[src/rtl/jittered_line_dab_stepper_top_assert.svh]
// ----------------------------------------------------------------------------
// jittered_line_dab_stepper_top_assert.svh
// Assertion macros used by the dab stepper RTL. They expect clk and arst_n
// in the enclosing scope.
// ----------------------------------------------------------------------------
`ifndef JITTERED_LINE_DAB_STEPPER_TOP_ASSERT_SVH
`define JITTERED_LINE_DAB_STEPPER_TOP_ASSERT_SVH

// same-cycle implication
`define JLDS_ASSERT_SAME(lbl, ante, cons, msg) \
	lbl: assert property (@(posedge clk) disable iff (!arst_n) (ante) |-> (cons)) \
		else $error(msg);

// next-cycle implication
`define JLDS_ASSERT_NEXT(lbl, ante, cons, msg) \
	lbl: assert property (@(posedge clk) disable iff (!arst_n) (ante) |=> (cons)) \
		else $error(msg);

`endif

[src/rtl/jlds_pkg.sv]
// ----------------------------------------------------------------------------
// jlds_pkg
// Types, constants and the jitter quotient function of the dab stepper.
// ----------------------------------------------------------------------------
package jlds_pkg;

	localparam int COORD_BITS_DEF = 16;
	localparam int KIND_BITS      = 2;
	localparam int SPAN_BITS      = 16;
	localparam int RAND_BITS      = 15;
	localparam int RAND_SHIFT     = 16;
	localparam int SEED_BITS      = 32;
	localparam int PROD_BITS      = RAND_BITS + SPAN_BITS;
	localparam int FRAC_BITS      = 8;
	localparam int QUOT_BITS      = PROD_BITS - FRAC_BITS - RAND_BITS;
	localparam int REM_BITS       = RAND_BITS + 1;

	localparam logic [SEED_BITS-1:0] LCG_MUL = 32'd214013;
	localparam logic [SEED_BITS-1:0] LCG_ADD = 32'd2531011;

	// two draws folded into one step
	localparam logic [63:0] LCG_MUL2_W = 64'(LCG_MUL) * 64'(LCG_MUL);
	localparam logic [63:0] LCG_ADD2_W = 64'(LCG_ADD) * (64'(LCG_MUL) + 64'd1);
	localparam logic [SEED_BITS-1:0] LCG_MUL2 = LCG_MUL2_W[SEED_BITS-1:0];
	localparam logic [SEED_BITS-1:0] LCG_ADD2 = LCG_ADD2_W[SEED_BITS-1:0];

	localparam logic [RAND_BITS-1:0] RAND_TOP = 15'h7FFF;

	typedef enum logic [KIND_BITS-1:0] {
		KIND_START   = 2'd0,
		KIND_ADVANCE = 2'd1,
		KIND_RESEED  = 2'd2
	} kind_t;

	typedef struct packed {
		logic start;
		logic advance;
		logic reseed;
	} cmd_t;

	typedef struct packed {
		logic dab_valid;
		logic done;
	} step_ctl_t;

	// floor(prod / (32767 * 256)); estimate by 2^15, then one correction
	function automatic logic [QUOT_BITS-1:0] jitter_quot(input logic [PROD_BITS-1:0] prod);
		logic [PROD_BITS-FRAC_BITS-1:0] t;
		logic [QUOT_BITS-1:0]           q0;
		logic [REM_BITS-1:0]            rem;
		t   = prod[PROD_BITS-1:FRAC_BITS];
		q0  = t[PROD_BITS-FRAC_BITS-1:RAND_BITS];
		rem = {1'b0, t[RAND_BITS-1:0]} + REM_BITS'(q0);
		return (rem >= {1'b0, RAND_TOP}) ? q0 + QUOT_BITS'(1) : q0;
	endfunction

endpackage

[src/rtl/jlds_item_if.sv]
// ----------------------------------------------------------------------------
// jlds_item_if
// Request channel of the dab stepper: kind and segment endpoints.
// ----------------------------------------------------------------------------
interface jlds_item_if #(
	parameter int COORD_BITS = jlds_pkg::COORD_BITS_DEF
);
	logic                              valid;
	logic                              ready;
	logic [jlds_pkg::KIND_BITS-1:0]    kind;
	logic signed [COORD_BITS-1:0]      start_x;
	logic signed [COORD_BITS-1:0]      start_y;
	logic signed [COORD_BITS-1:0]      end_x;
	logic signed [COORD_BITS-1:0]      end_y;

	modport source (output valid, kind, start_x, start_y, end_x, end_y, input ready);
	modport sink   (input valid, kind, start_x, start_y, end_x, end_y, output ready);
endinterface

[src/rtl/jlds_dab_if.sv]
// ----------------------------------------------------------------------------
// jlds_dab_if
// Result channel of the dab stepper: dab position or end of segment.
// ----------------------------------------------------------------------------
interface jlds_dab_if #(
	parameter int COORD_BITS = jlds_pkg::COORD_BITS_DEF
);
	logic                        valid;
	logic                        ready;
	logic                        dab_valid;
	logic signed [COORD_BITS:0]  dab_x;
	logic signed [COORD_BITS:0]  dab_y;
	logic                        done_res;

	modport source (output valid, dab_valid, dab_x, dab_y, done_res, input ready);
	modport sink   (input valid, dab_valid, dab_x, dab_y, done_res, output ready);
endinterface

[src/rtl/jlds_cfg_if.sv]
// ----------------------------------------------------------------------------
// jlds_cfg_if
// Configuration write channel: jitter span.
// ----------------------------------------------------------------------------
interface jlds_cfg_if;
	logic                             valid;
	logic                             ready;
	logic [jlds_pkg::SPAN_BITS-1:0]   jitter_span;

	modport source (output valid, jitter_span, input ready);
	modport sink   (input valid, jitter_span, output ready);
endinterface

[src/rtl/jlds_lcg.sv]
// ----------------------------------------------------------------------------
// jlds_lcg
// 32-bit LCG; yields both draws of an advance request in the same cycle.
// ----------------------------------------------------------------------------
module jlds_lcg (
	input  logic                              clk,
	input  logic                              arst_n,
	input  jlds_pkg::cmd_t                    cmd,
	output logic [jlds_pkg::RAND_BITS-1:0]    rand_x,
	output logic [jlds_pkg::RAND_BITS-1:0]    rand_y
);
	logic [jlds_pkg::SEED_BITS-1:0] seed_q;
	logic [jlds_pkg::SEED_BITS-1:0] seed_x;
	logic [jlds_pkg::SEED_BITS-1:0] seed_y;

	assign seed_x = seed_q * jlds_pkg::LCG_MUL  + jlds_pkg::LCG_ADD;
	assign seed_y = seed_q * jlds_pkg::LCG_MUL2 + jlds_pkg::LCG_ADD2;

	assign rand_x = seed_x[jlds_pkg::RAND_SHIFT+jlds_pkg::RAND_BITS-1:jlds_pkg::RAND_SHIFT];
	assign rand_y = seed_y[jlds_pkg::RAND_SHIFT+jlds_pkg::RAND_BITS-1:jlds_pkg::RAND_SHIFT];

	always_ff @(posedge clk or negedge arst_n) begin
		if (!arst_n) begin
			seed_q <= '0;
		end else if (cmd.reseed) begin
			seed_q <= '0;
		end else if (cmd.advance) begin
			seed_q <= seed_y;
		end
	end
endmodule

[src/rtl/jlds_stepper.sv]
// ----------------------------------------------------------------------------
// jlds_stepper
// Bresenham segment state; one step per advance request.
// ----------------------------------------------------------------------------
module jlds_stepper #(
	parameter int COORD_BITS = jlds_pkg::COORD_BITS_DEF
) (
	input  logic                          clk,
	input  logic                          arst_n,
	input  jlds_pkg::cmd_t                cmd,
	input  logic signed [COORD_BITS-1:0]  start_x,
	input  logic signed [COORD_BITS-1:0]  start_y,
	input  logic signed [COORD_BITS-1:0]  end_x,
	input  logic signed [COORD_BITS-1:0]  end_y,
	output jlds_pkg::step_ctl_t           ctl,
	output logic signed [COORD_BITS-1:0]  pos_x,
	output logic signed [COORD_BITS-1:0]  pos_y
);
	localparam int ERR_BITS = COORD_BITS + 2;

	logic signed [COORD_BITS-1:0] pos_x_q, pos_y_q, goal_x_q, goal_y_q;
	logic [COORD_BITS-1:0]        span_dx_q, span_dy_q;
	logic                         step_x_neg_q, step_y_neg_q;
	logic signed [ERR_BITS-1:0]   err_q;
	logic                         active_q;

	logic signed [COORD_BITS:0]   diff_x, diff_y;
	logic [COORD_BITS-1:0]        abs_dx, abs_dy;
	logic signed [ERR_BITS-1:0]   err_init;

	logic signed [ERR_BITS-1:0]   dx_e, dy_e, err_nxt;
	logic                         ending, move_x, move_y;

	// segment load
	assign diff_x = {end_x[COORD_BITS-1], end_x} - {start_x[COORD_BITS-1], start_x};
	assign diff_y = {end_y[COORD_BITS-1], end_y} - {start_y[COORD_BITS-1], start_y};
	assign abs_dx = diff_x[COORD_BITS] ? COORD_BITS'(-diff_x) : COORD_BITS'(diff_x);
	assign abs_dy = diff_y[COORD_BITS] ? COORD_BITS'(-diff_y) : COORD_BITS'(diff_y);
	assign err_init = (abs_dx > abs_dy) ? $signed({3'b000, abs_dx[COORD_BITS-1:1]})
		: -$signed({3'b000, abs_dy[COORD_BITS-1:1]});

	// one step
	assign dx_e    = $signed({2'b00, span_dx_q});
	assign dy_e    = $signed({2'b00, span_dy_q});
	assign ending  = !active_q || (pos_x_q == goal_x_q && pos_y_q == goal_y_q);
	assign move_x  = err_q > -dx_e;
	assign move_y  = err_q < dy_e;
	assign err_nxt = err_q - (move_x ? dy_e : '0) + (move_y ? dx_e : '0);

	always_comb begin
		pos_x = pos_x_q;
		pos_y = pos_y_q;
		if (move_x) begin
			pos_x = step_x_neg_q ? pos_x_q - COORD_BITS'(1) : pos_x_q + COORD_BITS'(1);
		end
		if (move_y) begin
			pos_y = step_y_neg_q ? pos_y_q - COORD_BITS'(1) : pos_y_q + COORD_BITS'(1);
		end
	end

	assign ctl.dab_valid = !ending;
	assign ctl.done      = ending;

	always_ff @(posedge clk or negedge arst_n) begin
		if (!arst_n) begin
			pos_x_q      <= '0;
			pos_y_q      <= '0;
			goal_x_q     <= '0;
			goal_y_q     <= '0;
			span_dx_q    <= '0;
			span_dy_q    <= '0;
			step_x_neg_q <= 1'b0;
			step_y_neg_q <= 1'b0;
			err_q        <= '0;
			active_q     <= 1'b0;
		end else if (cmd.start) begin
			pos_x_q      <= start_x;
			pos_y_q      <= start_y;
			goal_x_q     <= end_x;
			goal_y_q     <= end_y;
			span_dx_q    <= abs_dx;
			span_dy_q    <= abs_dy;
			step_x_neg_q <= start_x >= end_x;
			step_y_neg_q <= start_y >= end_y;
			err_q        <= err_init;
			active_q     <= 1'b1;
		end else if (cmd.advance) begin
			if (ending) begin
				active_q <= 1'b0;
			end else begin
				pos_x_q <= pos_x;
				pos_y_q <= pos_y;
				err_q   <= err_nxt;
			end
		end
	end
endmodule

[src/rtl/jlds_jitter.sv]
// ----------------------------------------------------------------------------
// jlds_jitter
// Result pipeline: draw register, jitter multiply, scale and offset into the
// output register.
// ----------------------------------------------------------------------------
`include "jittered_line_dab_stepper_top_assert.svh"

module jlds_jitter #(
	parameter int COORD_BITS = jlds_pkg::COORD_BITS_DEF
) (
	input  logic                              clk,
	input  logic                              arst_n,
	input  logic                              push,
	output logic                              ready,
	input  jlds_pkg::step_ctl_t               ctl,
	input  logic signed [COORD_BITS-1:0]      pos_x,
	input  logic signed [COORD_BITS-1:0]      pos_y,
	input  logic [jlds_pkg::RAND_BITS-1:0]    rand_x,
	input  logic [jlds_pkg::RAND_BITS-1:0]    rand_y,
	input  logic [jlds_pkg::SPAN_BITS-1:0]    jitter_span,
	jlds_dab_if.source                        dab
);
	logic                                 s1_v_q, s2_v_q, out_v_q;
	logic                                 ready1, ready2, ready_o;

	jlds_pkg::step_ctl_t                  ctl_s1, ctl_s2, ctl_q;
	logic signed [COORD_BITS-1:0]         pos_x_s1, pos_y_s1, pos_x_s2, pos_y_s2;
	logic [jlds_pkg::RAND_BITS-1:0]       rx_s1, ry_s1;
	logic [jlds_pkg::PROD_BITS-1:0]       prod_x_s2, prod_y_s2;
	logic [jlds_pkg::QUOT_BITS-1:0]       jit_x, jit_y;
	logic signed [COORD_BITS:0]           dab_x_d, dab_y_d, dab_x_q, dab_y_q;

	assign ready_o = !out_v_q || dab.ready;
	assign ready2  = !s2_v_q || ready_o;
	assign ready1  = !s1_v_q || ready2;
	assign ready   = ready1;

	always_ff @(posedge clk or negedge arst_n) begin
		if (!arst_n) begin
			s1_v_q  <= 1'b0;
			s2_v_q  <= 1'b0;
			out_v_q <= 1'b0;
		end else begin
			if (ready1) begin
				s1_v_q <= push;
			end
			if (ready2) begin
				s2_v_q <= s1_v_q;
			end
			if (ready_o) begin
				out_v_q <= s2_v_q;
			end
		end
	end

	assign jit_x = jlds_pkg::jitter_quot(prod_x_s2);
	assign jit_y = jlds_pkg::jitter_quot(prod_y_s2);
	assign dab_x_d = ctl_s2.dab_valid
		? {pos_x_s2[COORD_BITS-1], pos_x_s2} + (COORD_BITS+1)'(jit_x) : '0;
	assign dab_y_d = ctl_s2.dab_valid
		? {pos_y_s2[COORD_BITS-1], pos_y_s2} + (COORD_BITS+1)'(jit_y) : '0;

	always_ff @(posedge clk) begin
		if (ready1) begin
			ctl_s1   <= ctl;
			pos_x_s1 <= pos_x;
			pos_y_s1 <= pos_y;
			rx_s1    <= rand_x;
			ry_s1    <= rand_y;
		end
		if (ready2) begin
			ctl_s2    <= ctl_s1;
			pos_x_s2  <= pos_x_s1;
			pos_y_s2  <= pos_y_s1;
			prod_x_s2 <= jlds_pkg::PROD_BITS'(rx_s1) * jlds_pkg::PROD_BITS'(jitter_span);
			prod_y_s2 <= jlds_pkg::PROD_BITS'(ry_s1) * jlds_pkg::PROD_BITS'(jitter_span);
		end
		if (ready_o) begin
			ctl_q   <= ctl_s2;
			dab_x_q <= dab_x_d;
			dab_y_q <= dab_y_d;
		end
	end

	assign dab.valid     = out_v_q;
	assign dab.dab_valid = ctl_q.dab_valid;
	assign dab.done_res  = ctl_q.done;
	assign dab.dab_x     = dab_x_q;
	assign dab.dab_y     = dab_y_q;

	`JLDS_ASSERT_SAME(a_one_flag, out_v_q, ctl_q.dab_valid != ctl_q.done, "result flags clash")
	`JLDS_ASSERT_SAME(a_done_zero, out_v_q && ctl_q.done, dab_x_q == '0 && dab_y_q == '0, "done result not zero")
	`JLDS_ASSERT_NEXT(a_s1_hold, s1_v_q && !ready2, s1_v_q, "stalled stage lost")
	`JLDS_ASSERT_NEXT(a_push_lands, push && ready1, s1_v_q, "pushed request lost")
endmodule

[src/rtl/jittered_line_dab_stepper_top.sv]
// ----------------------------------------------------------------------------
// jittered_line_dab_stepper_top
// Bresenham line stepper emitting jittered dab positions. One request is
// taken every cycle unless result back-pressure stalls it. A start or
// reseed request updates state and gives no result; an advance request
// gives one result via LCG draw, jitter multiply and output registers;
// advances stream at one result per cycle while dab_out is ready. The
// jitter span register is written over the cfg channel, always ready.
// ----------------------------------------------------------------------------
module jittered_line_dab_stepper_top #(
	parameter int COORD_BITS = jlds_pkg::COORD_BITS_DEF
) (
	input  logic          clk,
	input  logic          arst_n,
	jlds_item_if.sink     item_in,
	jlds_dab_if.source    dab_out,
	jlds_cfg_if.sink      cfg
);
	logic [jlds_pkg::SPAN_BITS-1:0]   jitter_span_q;
	logic                             accept;
	logic                             pipe_ready;
	jlds_pkg::cmd_t                   cmd;
	jlds_pkg::step_ctl_t              step_ctl;
	logic signed [COORD_BITS-1:0]     step_x, step_y;
	logic [jlds_pkg::RAND_BITS-1:0]   rand_x, rand_y;

	assign cfg.ready = 1'b1;

	always_ff @(posedge clk or negedge arst_n) begin
		if (!arst_n) begin
			jitter_span_q <= '0;
		end else if (cfg.valid) begin
			jitter_span_q <= cfg.jitter_span;
		end
	end

	assign item_in.ready = pipe_ready;
	assign accept        = item_in.valid && pipe_ready;

	always_comb begin
		cmd = '0;
		if (accept) begin
			unique case (item_in.kind)
				jlds_pkg::KIND_START:   cmd.start   = 1'b1;
				jlds_pkg::KIND_ADVANCE: cmd.advance = 1'b1;
				jlds_pkg::KIND_RESEED:  cmd.reseed  = 1'b1;
				default:                cmd         = '0;
			endcase
		end
	end

	jlds_lcg u_lcg (
		.clk    (clk),
		.arst_n (arst_n),
		.cmd    (cmd),
		.rand_x (rand_x),
		.rand_y (rand_y)
	);

	jlds_stepper #(
		.COORD_BITS (COORD_BITS)
	) u_stepper (
		.clk     (clk),
		.arst_n  (arst_n),
		.cmd     (cmd),
		.start_x (item_in.start_x),
		.start_y (item_in.start_y),
		.end_x   (item_in.end_x),
		.end_y   (item_in.end_y),
		.ctl     (step_ctl),
		.pos_x   (step_x),
		.pos_y   (step_y)
	);

	jlds_jitter #(
		.COORD_BITS (COORD_BITS)
	) u_jitter (
		.clk         (clk),
		.arst_n      (arst_n),
		.push        (cmd.advance),
		.ready       (pipe_ready),
		.ctl         (step_ctl),
		.pos_x       (step_x),
		.pos_y       (step_y),
		.rand_x      (rand_x),
		.rand_y      (rand_y),
		.jitter_span (jitter_span_q),
		.dab         (dab_out)
	);
endmodule

[src/flat_wrapper.sv]
// flat-port wrapper written by rule: the top's interface ports become plain ports
module jittered_line_dab_stepper_top_flat 
#(
	parameter int COORD_BITS = jlds_pkg::COORD_BITS_DEF
)
  (clk, arst_n, item_in_valid, item_in_kind, item_in_start_x, item_in_start_y, item_in_end_x, item_in_end_y, item_in_ready, dab_out_valid, dab_out_dab_valid, dab_out_dab_x, dab_out_dab_y, dab_out_done_res, dab_out_ready, cfg_valid, cfg_jitter_span, cfg_ready);
  jlds_item_if #(.COORD_BITS(COORD_BITS)) item_in_i ();
  jlds_dab_if #(.COORD_BITS(COORD_BITS)) dab_out_i ();
  jlds_cfg_if cfg_i ();
  input  logic clk;
  input  logic arst_n;
  input wire logic [$bits(item_in_i.valid)-1:0] item_in_valid;
  input wire logic [$bits(item_in_i.kind)-1:0] item_in_kind;
  input wire logic [$bits(item_in_i.start_x)-1:0] item_in_start_x;
  input wire logic [$bits(item_in_i.start_y)-1:0] item_in_start_y;
  input wire logic [$bits(item_in_i.end_x)-1:0] item_in_end_x;
  input wire logic [$bits(item_in_i.end_y)-1:0] item_in_end_y;
  output wire logic [$bits(item_in_i.ready)-1:0] item_in_ready;
  output wire logic [$bits(dab_out_i.valid)-1:0] dab_out_valid;
  output wire logic [$bits(dab_out_i.dab_valid)-1:0] dab_out_dab_valid;
  output wire logic [$bits(dab_out_i.dab_x)-1:0] dab_out_dab_x;
  output wire logic [$bits(dab_out_i.dab_y)-1:0] dab_out_dab_y;
  output wire logic [$bits(dab_out_i.done_res)-1:0] dab_out_done_res;
  input wire logic [$bits(dab_out_i.ready)-1:0] dab_out_ready;
  input wire logic [$bits(cfg_i.valid)-1:0] cfg_valid;
  input wire logic [$bits(cfg_i.jitter_span)-1:0] cfg_jitter_span;
  output wire logic [$bits(cfg_i.ready)-1:0] cfg_ready;
  assign item_in_i.valid = item_in_valid;
  assign item_in_i.kind = item_in_kind;
  assign item_in_i.start_x = item_in_start_x;
  assign item_in_i.start_y = item_in_start_y;
  assign item_in_i.end_x = item_in_end_x;
  assign item_in_i.end_y = item_in_end_y;
  assign item_in_ready = item_in_i.ready;
  assign dab_out_valid = dab_out_i.valid;
  assign dab_out_dab_valid = dab_out_i.dab_valid;
  assign dab_out_dab_x = dab_out_i.dab_x;
  assign dab_out_dab_y = dab_out_i.dab_y;
  assign dab_out_done_res = dab_out_i.done_res;
  assign dab_out_i.ready = dab_out_ready;
  assign cfg_i.valid = cfg_valid;
  assign cfg_i.jitter_span = cfg_jitter_span;
  assign cfg_ready = cfg_i.ready;
  jittered_line_dab_stepper_top #(.COORD_BITS(COORD_BITS)) u_core (.clk(clk), .arst_n(arst_n), .item_in(item_in_i), .dab_out(dab_out_i), .cfg(cfg_i));
endmodule
[config.mk]
export PLATFORM = sky130hd
export DESIGN_NAME = jittered_line_dab_stepper_top_flat
export DESIGN_NICKNAME = d
export VERILOG_FILES = /design/src/rtl/jlds_pkg.sv /design/src/rtl/jlds_item_if.sv /design/src/rtl/jlds_dab_if.sv /design/src/rtl/jlds_cfg_if.sv /design/src/rtl/jlds_lcg.sv /design/src/rtl/jlds_stepper.sv /design/src/rtl/jlds_jitter.sv /design/src/rtl/jittered_line_dab_stepper_top.sv /design/src/flat_wrapper.sv
export VERILOG_INCLUDE_DIRS = /design/src /design/src/rtl
export SDC_FILE = /design/constraint.sdc
export NUM_CORES = 2
export LEC_CHECK = 0
export BUFFER_PORTS_ARGS = -buffer_cell sky130_fd_sc_hd__buf_2
export CAP_MARGIN = 10
export CORE_ASPECT_RATIO = 1.1
export CORE_MARGIN = 2
export CORE_UTILIZATION = 30
export CTS_CLUSTER_DIAMETER = 30
export CTS_CLUSTER_SIZE = 40
export DETAILED_ROUTE_END_ITERATION = 6
export GPL_TIMING_DRIVEN = 1
export PLACE_DENSITY = 0.47
export RECOVER_POWER = 50
export SETUP_SLACK_MARGIN = 0.02
export SYNTH_ARGS = -nofsm -noshare
export SYNTH_HDL_FRONTEND = slang
export SYNTH_SLANG_ARGS = --single-unit
[constraint.sdc]
create_clock -name clk -period 7.7 [get_ports clk]
set_clock_uncertainty 0.2 [all_clocks]
set_input_delay 1.155 -clock clk [delete_from_list [all_inputs] [get_ports clk]]
set_output_delay 1.155 -clock clk [all_outputs]
set_load 0.02 [all_outputs]
# After elaboration in Yosys (flattened, before gate mapping)
# Cells that the tools add are included.
[classes]
div = 0
bitwise_logic = 0
eq_ne = 5
shift = 0
muxes = 29
n_mul = 4
n_reduce_logical = 17
n_addsub = 20
magnitude_cmp = 7
[op_table]
columns = ["op", "count"]
rows = [
  ["2-to-1 mux 16 bit", 14],
  ["2-to-1 mux 18 bit", 4],
  ["2-to-1 mux 32 bit", 2],
  ["multiplier 15 x 16 -> 31 bit", 2],
  ["adder 16 x 9 -> 17 bit", 2],
  ["subtractor 16 x 16 -> 17 bit", 2],
  ["adder 15 x 8 -> 16 bit", 2],
  ["adder 16 x 2 -> 16 bit, second input constant", 2],
  ["adder 32 x 29 -> 32 bit, second input constant", 1],
  ["== test 16 bit", 2],
  [">= comparator 16 x 15 -> 1 bit, second input constant", 2],
  [">= comparator 16 bit", 2],
  ["multiplier 32 x 18 -> 31 bit, second input constant", 1],
  ["multiplier 32 x 32 -> 32 bit, second input constant", 1],
  ["negator 16 bit", 2],
  ["subtractor 16 x 2 -> 16 bit, second input constant", 2],
  ["adder 31 x 22 -> 31 bit, second input constant", 1],
  ["adder 18 x 16 -> 18 bit", 1],
  ["greater-than comparator 18 bit", 1],
  ["less-than comparator 18 x 17 -> 1 bit", 1],
  ["negator 15 -> 18 bit", 1],
  ["negator 16 -> 18 bit", 1],
  ["subtractor 18 x 16 -> 18 bit", 1],
  ["adder 8 x 1 -> 8 bit, second input constant", 2],
  ["other kinds (13)", 30],
]
[totals]
output_inout_bits = 39
rom_bits = 0
memories = 0
ramBits = 0
ff_bits = 364
latch_bits = 0
word_cells = 113

# Depth between registers and ports, before layout
[depth]
ltp_word = 8
depth_mapped = 31
ltp_nobuf = 30

# Hierarchy
# A second synthesis with hierarchy kept.
[unflattened]
cells_unflattened = 5163
area_unflattened_um2 = 50199.4
[modules_own_cells]
columns = ["mod", "instances", "cells_per_inst", "area_each_um2", "seq_area_each_um2"]
rows = [
  ["jlds_jitter", 1, 2251, 23138.4, 5480.3],
  ["jlds_lcg", 1, 1394, 13785.7, 750.7],
  ["jlds_stepper", 1, 1479, 12584.6, 2927.8],
  ["jittered_line_dab_stepper_top", 1, 39, 690.7, 400.4],
]

# Least setup slack after synthesis
# No wires, ideal clock.
[synth_path]
kind = "register to register"
start = "register u_core.u_stepper.span_dx_q[3]"
end = "register u_core.u_stepper.err_q[16]"
setup_time_ns = 0.142
setup_slack_ns = 0.858
t_required_ns = 7.358
synth_period_minus_slack_ns = 6.842
arrival_ns = 6.500
path_stages_with_launch = 30
path_cell_list = "dfrtp_1 > nor3_1 > nand2b_1 > nor4_1 > nand2b_1 > or4_1 > nand2b_1 > xnor2_1 > ha_1 > a21o_1 > a2111oi_0 > o21ai_0 > nand2_1 > clkbuf_1 > clkbuf_1 > nor2_1 > fa_1 > inv_1 > ha_1 > nor2b_1 > o21ai_0 > a21oi_1 > o211ai_1 > a21boi_0 > o31a_1 > o41ai_1 > o21ai_0 > a21oi_1 > xor2_1 > o221ai_1"
[synth_via]
elab_chain_cells = 8
elab_cells_between_ends = 9
classes_between = "3 x add/sub; 1 x order compare; 5 x mux"
[synth_lines]
columns = ["element", "line", "source"]
rows = [
  ["start, declared", "jlds_stepper.sv:22", "logic [COORD_BITS-1:0] span_dx_q, span_dy_q;"],
  ["start signal, assigned", "jlds_stepper.sv:81", "span_dx_q <= abs_dx;"],
  ["negator 16 -> 18 bit", "jlds_stepper.sv:46", "assign move_x = err_q > -dx_e;"],
  ["greater-than comparator 18 bit", "jlds_stepper.sv:46", ""],
  ["2-to-1 mux 16 bit", "jlds_stepper.sv:48", "assign err_nxt = err_q - (move_x ? dy_e : '0) + (move_y ? dx_e : '0);"],
  ["subtractor 18 x 16 -> 18 bit", "jlds_stepper.sv:48", ""],
  ["adder 18 x 16 -> 18 bit *", "jlds_stepper.sv:48", ""],
  ["2-to-1 mux 18 bit *", "jlds_stepper.sv:88", "if (ending) begin"],
  ["2-to-1 mux 18 bit *", "jlds_stepper.sv:87", "end else if (cmd.advance) begin"],
  ["2-to-1 mux 18 bit *", "jlds_stepper.sv:76", "end else if (cmd.start) begin"],
  ["end signal, assigned", "jlds_stepper.sv:85", "err_q <= err_init;"],
  ["end signal, assigned", "jlds_stepper.sv:93", "err_q <= err_nxt;"],
  ["end, declared", "jlds_stepper.sv:24", "logic signed [ERR_BITS-1:0] err_q;"],
]
# Mark *: on every way between the ends. The rest lies on a longest branch, timed or not. The select of a mux whose other input is x is not followed.
# A chain may end at the register's enable or synchronous reset.

# Final worst setup path
[layout_path]
start = "register u_core.u_lcg.seed_q[10] in the netlist's numbering"
end = "register u_core.u_jitter.rx_s1[14] in the netlist's numbering, data pin"
[layout_via]
elab_chain_cells = 2
[layout_lines]
columns = ["element", "line", "source"]
rows = [
  ["start, declared", "jlds_lcg.sv:12", "logic [jlds_pkg::SEED_BITS-1:0] seed_q;"],
  ["start signal, assigned", "jlds_lcg.sv:28", "seed_q <= seed_y;"],
  ["multiplier 32 x 18 -> 31 bit", "jlds_lcg.sv:16", "assign seed_x = seed_q * jlds_pkg::LCG_MUL + jlds_pkg::LCG_ADD;"],
  ["adder 31 x 22 -> 31 bit", "jlds_lcg.sv:16", ""],
  ["named net u_core.rand_x (one bit)", "jittered_line_dab_stepper_top.sv:25", "logic [jlds_pkg::RAND_BITS-1:0] rand_x, rand_y;"],
  ["end signal, assigned", "jlds_jitter.sv:68", "rx_s1 <= rand_x;"],
  ["end, declared", "jlds_jitter.sv:28", "logic [jlds_pkg::RAND_BITS-1:0] rx_s1, ry_s1;"],
]
# The timed path passes the listed nets, and every way through them passes these cells.

==> out/metrics.csv <==
stage;metric;value;unit
layout;layout.nets;6590;
timing;slew_headroom;-164.3;%
critical_path;largest_stage_delay_on_the_critical_path;0.60;ns
synthesis;synth_top_flop_cell;sky130_fd_sc_hd__edfxtp_1;
synthesis;yosysSeqAreaShare;19.62;%
cts;clockRootBuffer;sky130_fd_sc_hd__clkbuf_16;
synthesis;synth_area_leader_cell;sky130_fd_sc_hd__fa_1;
timing;clock.fmax;138.3;MHz
synthesis;synth_cell_type_count;100;
synthesis;synth_seq_cells;346;
synthesis;synth_commonest_cells;sky130_fd_sc_hd__inv_1, sky130_fd_sc_hd__fa_1, sky130_fd_sc_hd__nand2_1;
critical_path;crit_arrival;7.44;ns
critical_path;critical_path.most_common_cell;sky130_fd_sc_hd__fa_1;
timing;timing_worst_slew_pin_value;3.965;ns
route;detail-route-antenna-nets;0;
cts;post-cts-setup-buffers;0;
timing;number_of_hold_violations_in_the_final_report;0;
die;fp.dieW;388.2;um
timing;setup-tns-final;0;ns
route;wl_per_cell;19.11;um
grt;antenna_found_initial;8;
route;finalWirelength;141800;um
cts;clk_latency;0.70;ns
timing;finalSetupViolCount;0;
layout;layout.cells.non_filler;7420;
synthesis;number_of_instances_in_the_synthesized_netlist;5043;
synthesis;combinational_family_with_the_most_area_after_synthesis;adder cells;
route;drt_drc_violations_left;0;
route;route.top_layer_used;met5;
route;drt_iter0_drc;1756;
synthesis;synthesis.yosys.warnings;0;
synthesis;synth-adder-area-share;43.30;%
cts;cts-buffers-inserted;98;
timing;rsz0062_at_grt;false;
route;met2RoutedLength;69310;um
route;via_count;34910;
cts;max-clock-path-buffers;3;
critical_path;cp-start-kind;flip-flop;
place;io_buffers;124;
grt;grt_first_pass_wirelength;223200;um
place;place_congestion;0.9004;
hold_path;min-delay-path-class;flip-flop to flip-flop;
critical_path;cp-end-kind;flip-flop;
critical_path;crit_chain;fa_1 > fa_1 > fa_1 > fa_1 > fa_1 > fa_1 > ha_1 > or4_1 > a221o_1 > a211oi_1 > a2111oi_1 > buf_4 > o31a_1 > o2111ai_1 > a31oi_1 > a211o_1 > a21oi_1 > xnor2_1;
synthesis;synth_edf_count;180;
cts;post_cts_resized;0;
die;core_region_area;161700;um^2
timing;period_utilization;93.89;%
layout;layout_overhead_on_the_synthesized_area;14.20;%
critical_path;cp_data_required_time;7.91;ns
cts;tritoncts;yes;
synthesis;synth_top_cell_area_share;27.12;%
cts;cts_max_level;3;
critical_path;critical_path_class;flip-flop to flip-flop;
die;floorplan.die_area;165600;um^2
critical_path;path_max_fanout;10;
place;dp.cells;7232;
synthesis;postSynth.asyncResetShare;47.98;%
synthesis;synth_most_common_cell;sky130_fd_sc_hd__inv_1;
run_status;failed_checks;max-capacitance violations, max-slew violations;
synthesis;synthSimpleGateAreaFrac;13.08;%
route;dr_pass1_iterations;5;
cts;cts.reportedPaths.clkPinSlew;0.04;ns
die;start_util;30.12;%
timing;report.final.slew_viol_count;348;
layout;final_layout_size_suffix_gt1_share;8.514;%
run_status;run_status;finished, violations left;
cts;numClockSinks;346;
place;dp.final_hpwl;116600;um
critical_path;crit_buf_inv;1;
critical_path;critical-path-slowest-cell;sky130_fd_sc_hd__fa_1;
route;detail_route.wirelength.met1;64510;um
route;route.met3.wl;4473;um
synthesis;synth.area.top_cells;sky130_fd_sc_hd__fa_1, sky130_fd_sc_hd__ha_1, sky130_fd_sc_hd__edfxtp_1;
die;boundaryPins;126;
die;die_h;426.7;um
grt;maximum_number_of_pins_on_one_net_before_global_route_repair;71;
synthesis;xor_xnor_share_of_the_synthesized_area;5.678;%
grt;grt_pass1_vias;37380;
job;max_cap_viol_count;7;
route;detail_route.vias_per_cell;4.705;
synthesis;synthesis.area;48720;um^2
synthesis;synth.area.mux_share;0.9502;%
grt;groute.usage.overall;17.51;%
grt;globalRoute.totalOverflow;0;
cts;postCtsHoldBufs;0;
timing;hold_slack;0.2139;ns
timing;period_needed;7.229;ns
critical_path;top_family_by_delay_on_critical_path;adder cells;
synthesis;synth_compound_area_share;8.984;%
die;core.rowCount;155;
synthesis;synthesis.area_per_instance;9.661;um^2
[path summary, 6_finish.rpt]
kind,cells after the start,to,startpoint,slack [ns]
max reg2reg,18,u_core.u_jitter.rx_s1[14]$_DFFE_PN_,u_core.u_lcg.seed_q[10]$_DFFE_PN0P_,0.47
max,18,u_core.u_jitter.rx_s1[14]$_DFFE_PN_,u_core.u_lcg.seed_q[10]$_DFFE_PN0P_,0.47
min reg2reg,0,u_core.u_jitter.pos_y_s2[3]$_DFFE_PP_,u_core.u_jitter.pos_y_s1[3]$_DFFE_PN_,0.21
min in group asynchronous,1,u_core.u_stepper.span_dy_q[7]$_DFFE_PN0P_,arst_n,1.20
min,0,u_core.u_jitter.pos_y_s2[3]$_DFFE_PP_,u_core.u_jitter.pos_y_s1[3]$_DFFE_PN_,0.21
max in group asynchronous,2,u_core.u_lcg.seed_q[8]$_DFFE_PN0P_,arst_n,1.38
[final cells by class]
cell class                      instances  area (um^2)
Inverter                              929         3487
Clock inverter                         68        952.2
Multi-Input combinational cell       3635        35170
Clock buffer                          116         2620
Sequential cell                       346         9560
Timing Repair Buffer                  203         1187
Fill cell                           16610       106100
Tap cell                             2119         2651
Antenna cell                            4        10.01
[sequential cells by signal, indices dropped and copies added (netlist names), 17 cells and up]
| name | flops |
|---|---|
| u_core.u_jitter.dab.dab_y | 17 |
| u_core.u_jitter.dab.dab_x | 17 |
| u_core.u_lcg.seed_q | 30 |
| u_core.u_jitter.prod_x_s2 | 23 |
| u_core.u_jitter.prod_y_s2 | 23 |
| u_core.u_stepper.err_q | 18 |
[metal layers]
layer,vias to the layer above,global-route usage [%]
met5,-,0
met4,4,5.143
met3,157,2.127
met2,528,30.04
met1,17520,23.07
li1,16700,-
[metrics by stage]
stage                     utilization [%]  worst slack (ns)  cell area (um^2)
final                               34.40            0.4707             55640
after global routing                34.40           0.09722             55640
after CTS                           34.41            0.2827             55650
after detailed placement            32.20            0.3340             52080
after global placement              32.20            0.3962             52080
after floorplan                         -            0.8580             48760
[logic make-up (layout without fill, tap and decap cells)]
kind of cell	after synthesis	in the layout
and+or+nand+nor	1343	1343
adders and majority gates	1290	1290
buffers and inverters	1073	1316
AOI/OAI and AO/OA	638	638
DFF	346	346
xor gates and xnor gates	309	309
muxes	42	42
other	2	17
[layout by cell type, fill, tap and decap left out, types with 134 or more instances in the layout]
cell	synthesis	final
sky130_fd_sc_hd__o21ai_0	135	134
sky130_fd_sc_hd__and2_1	238	238
sky130_fd_sc_hd__nor2_1	164	162
sky130_fd_sc_hd__xnor2_1	214	213
sky130_fd_sc_hd__ha_1	630	630
sky130_fd_sc_hd__nand2_1	637	636
sky130_fd_sc_hd__dfrtp_1	166	165
sky130_fd_sc_hd__edfxtp_1	180	180
sky130_fd_sc_hd__fa_1	660	660
sky130_fd_sc_hd__inv_1	928	928
Power is not shown: default switching activity piles up to over one toggle a cycle in this logic, so the estimate is an artifact.
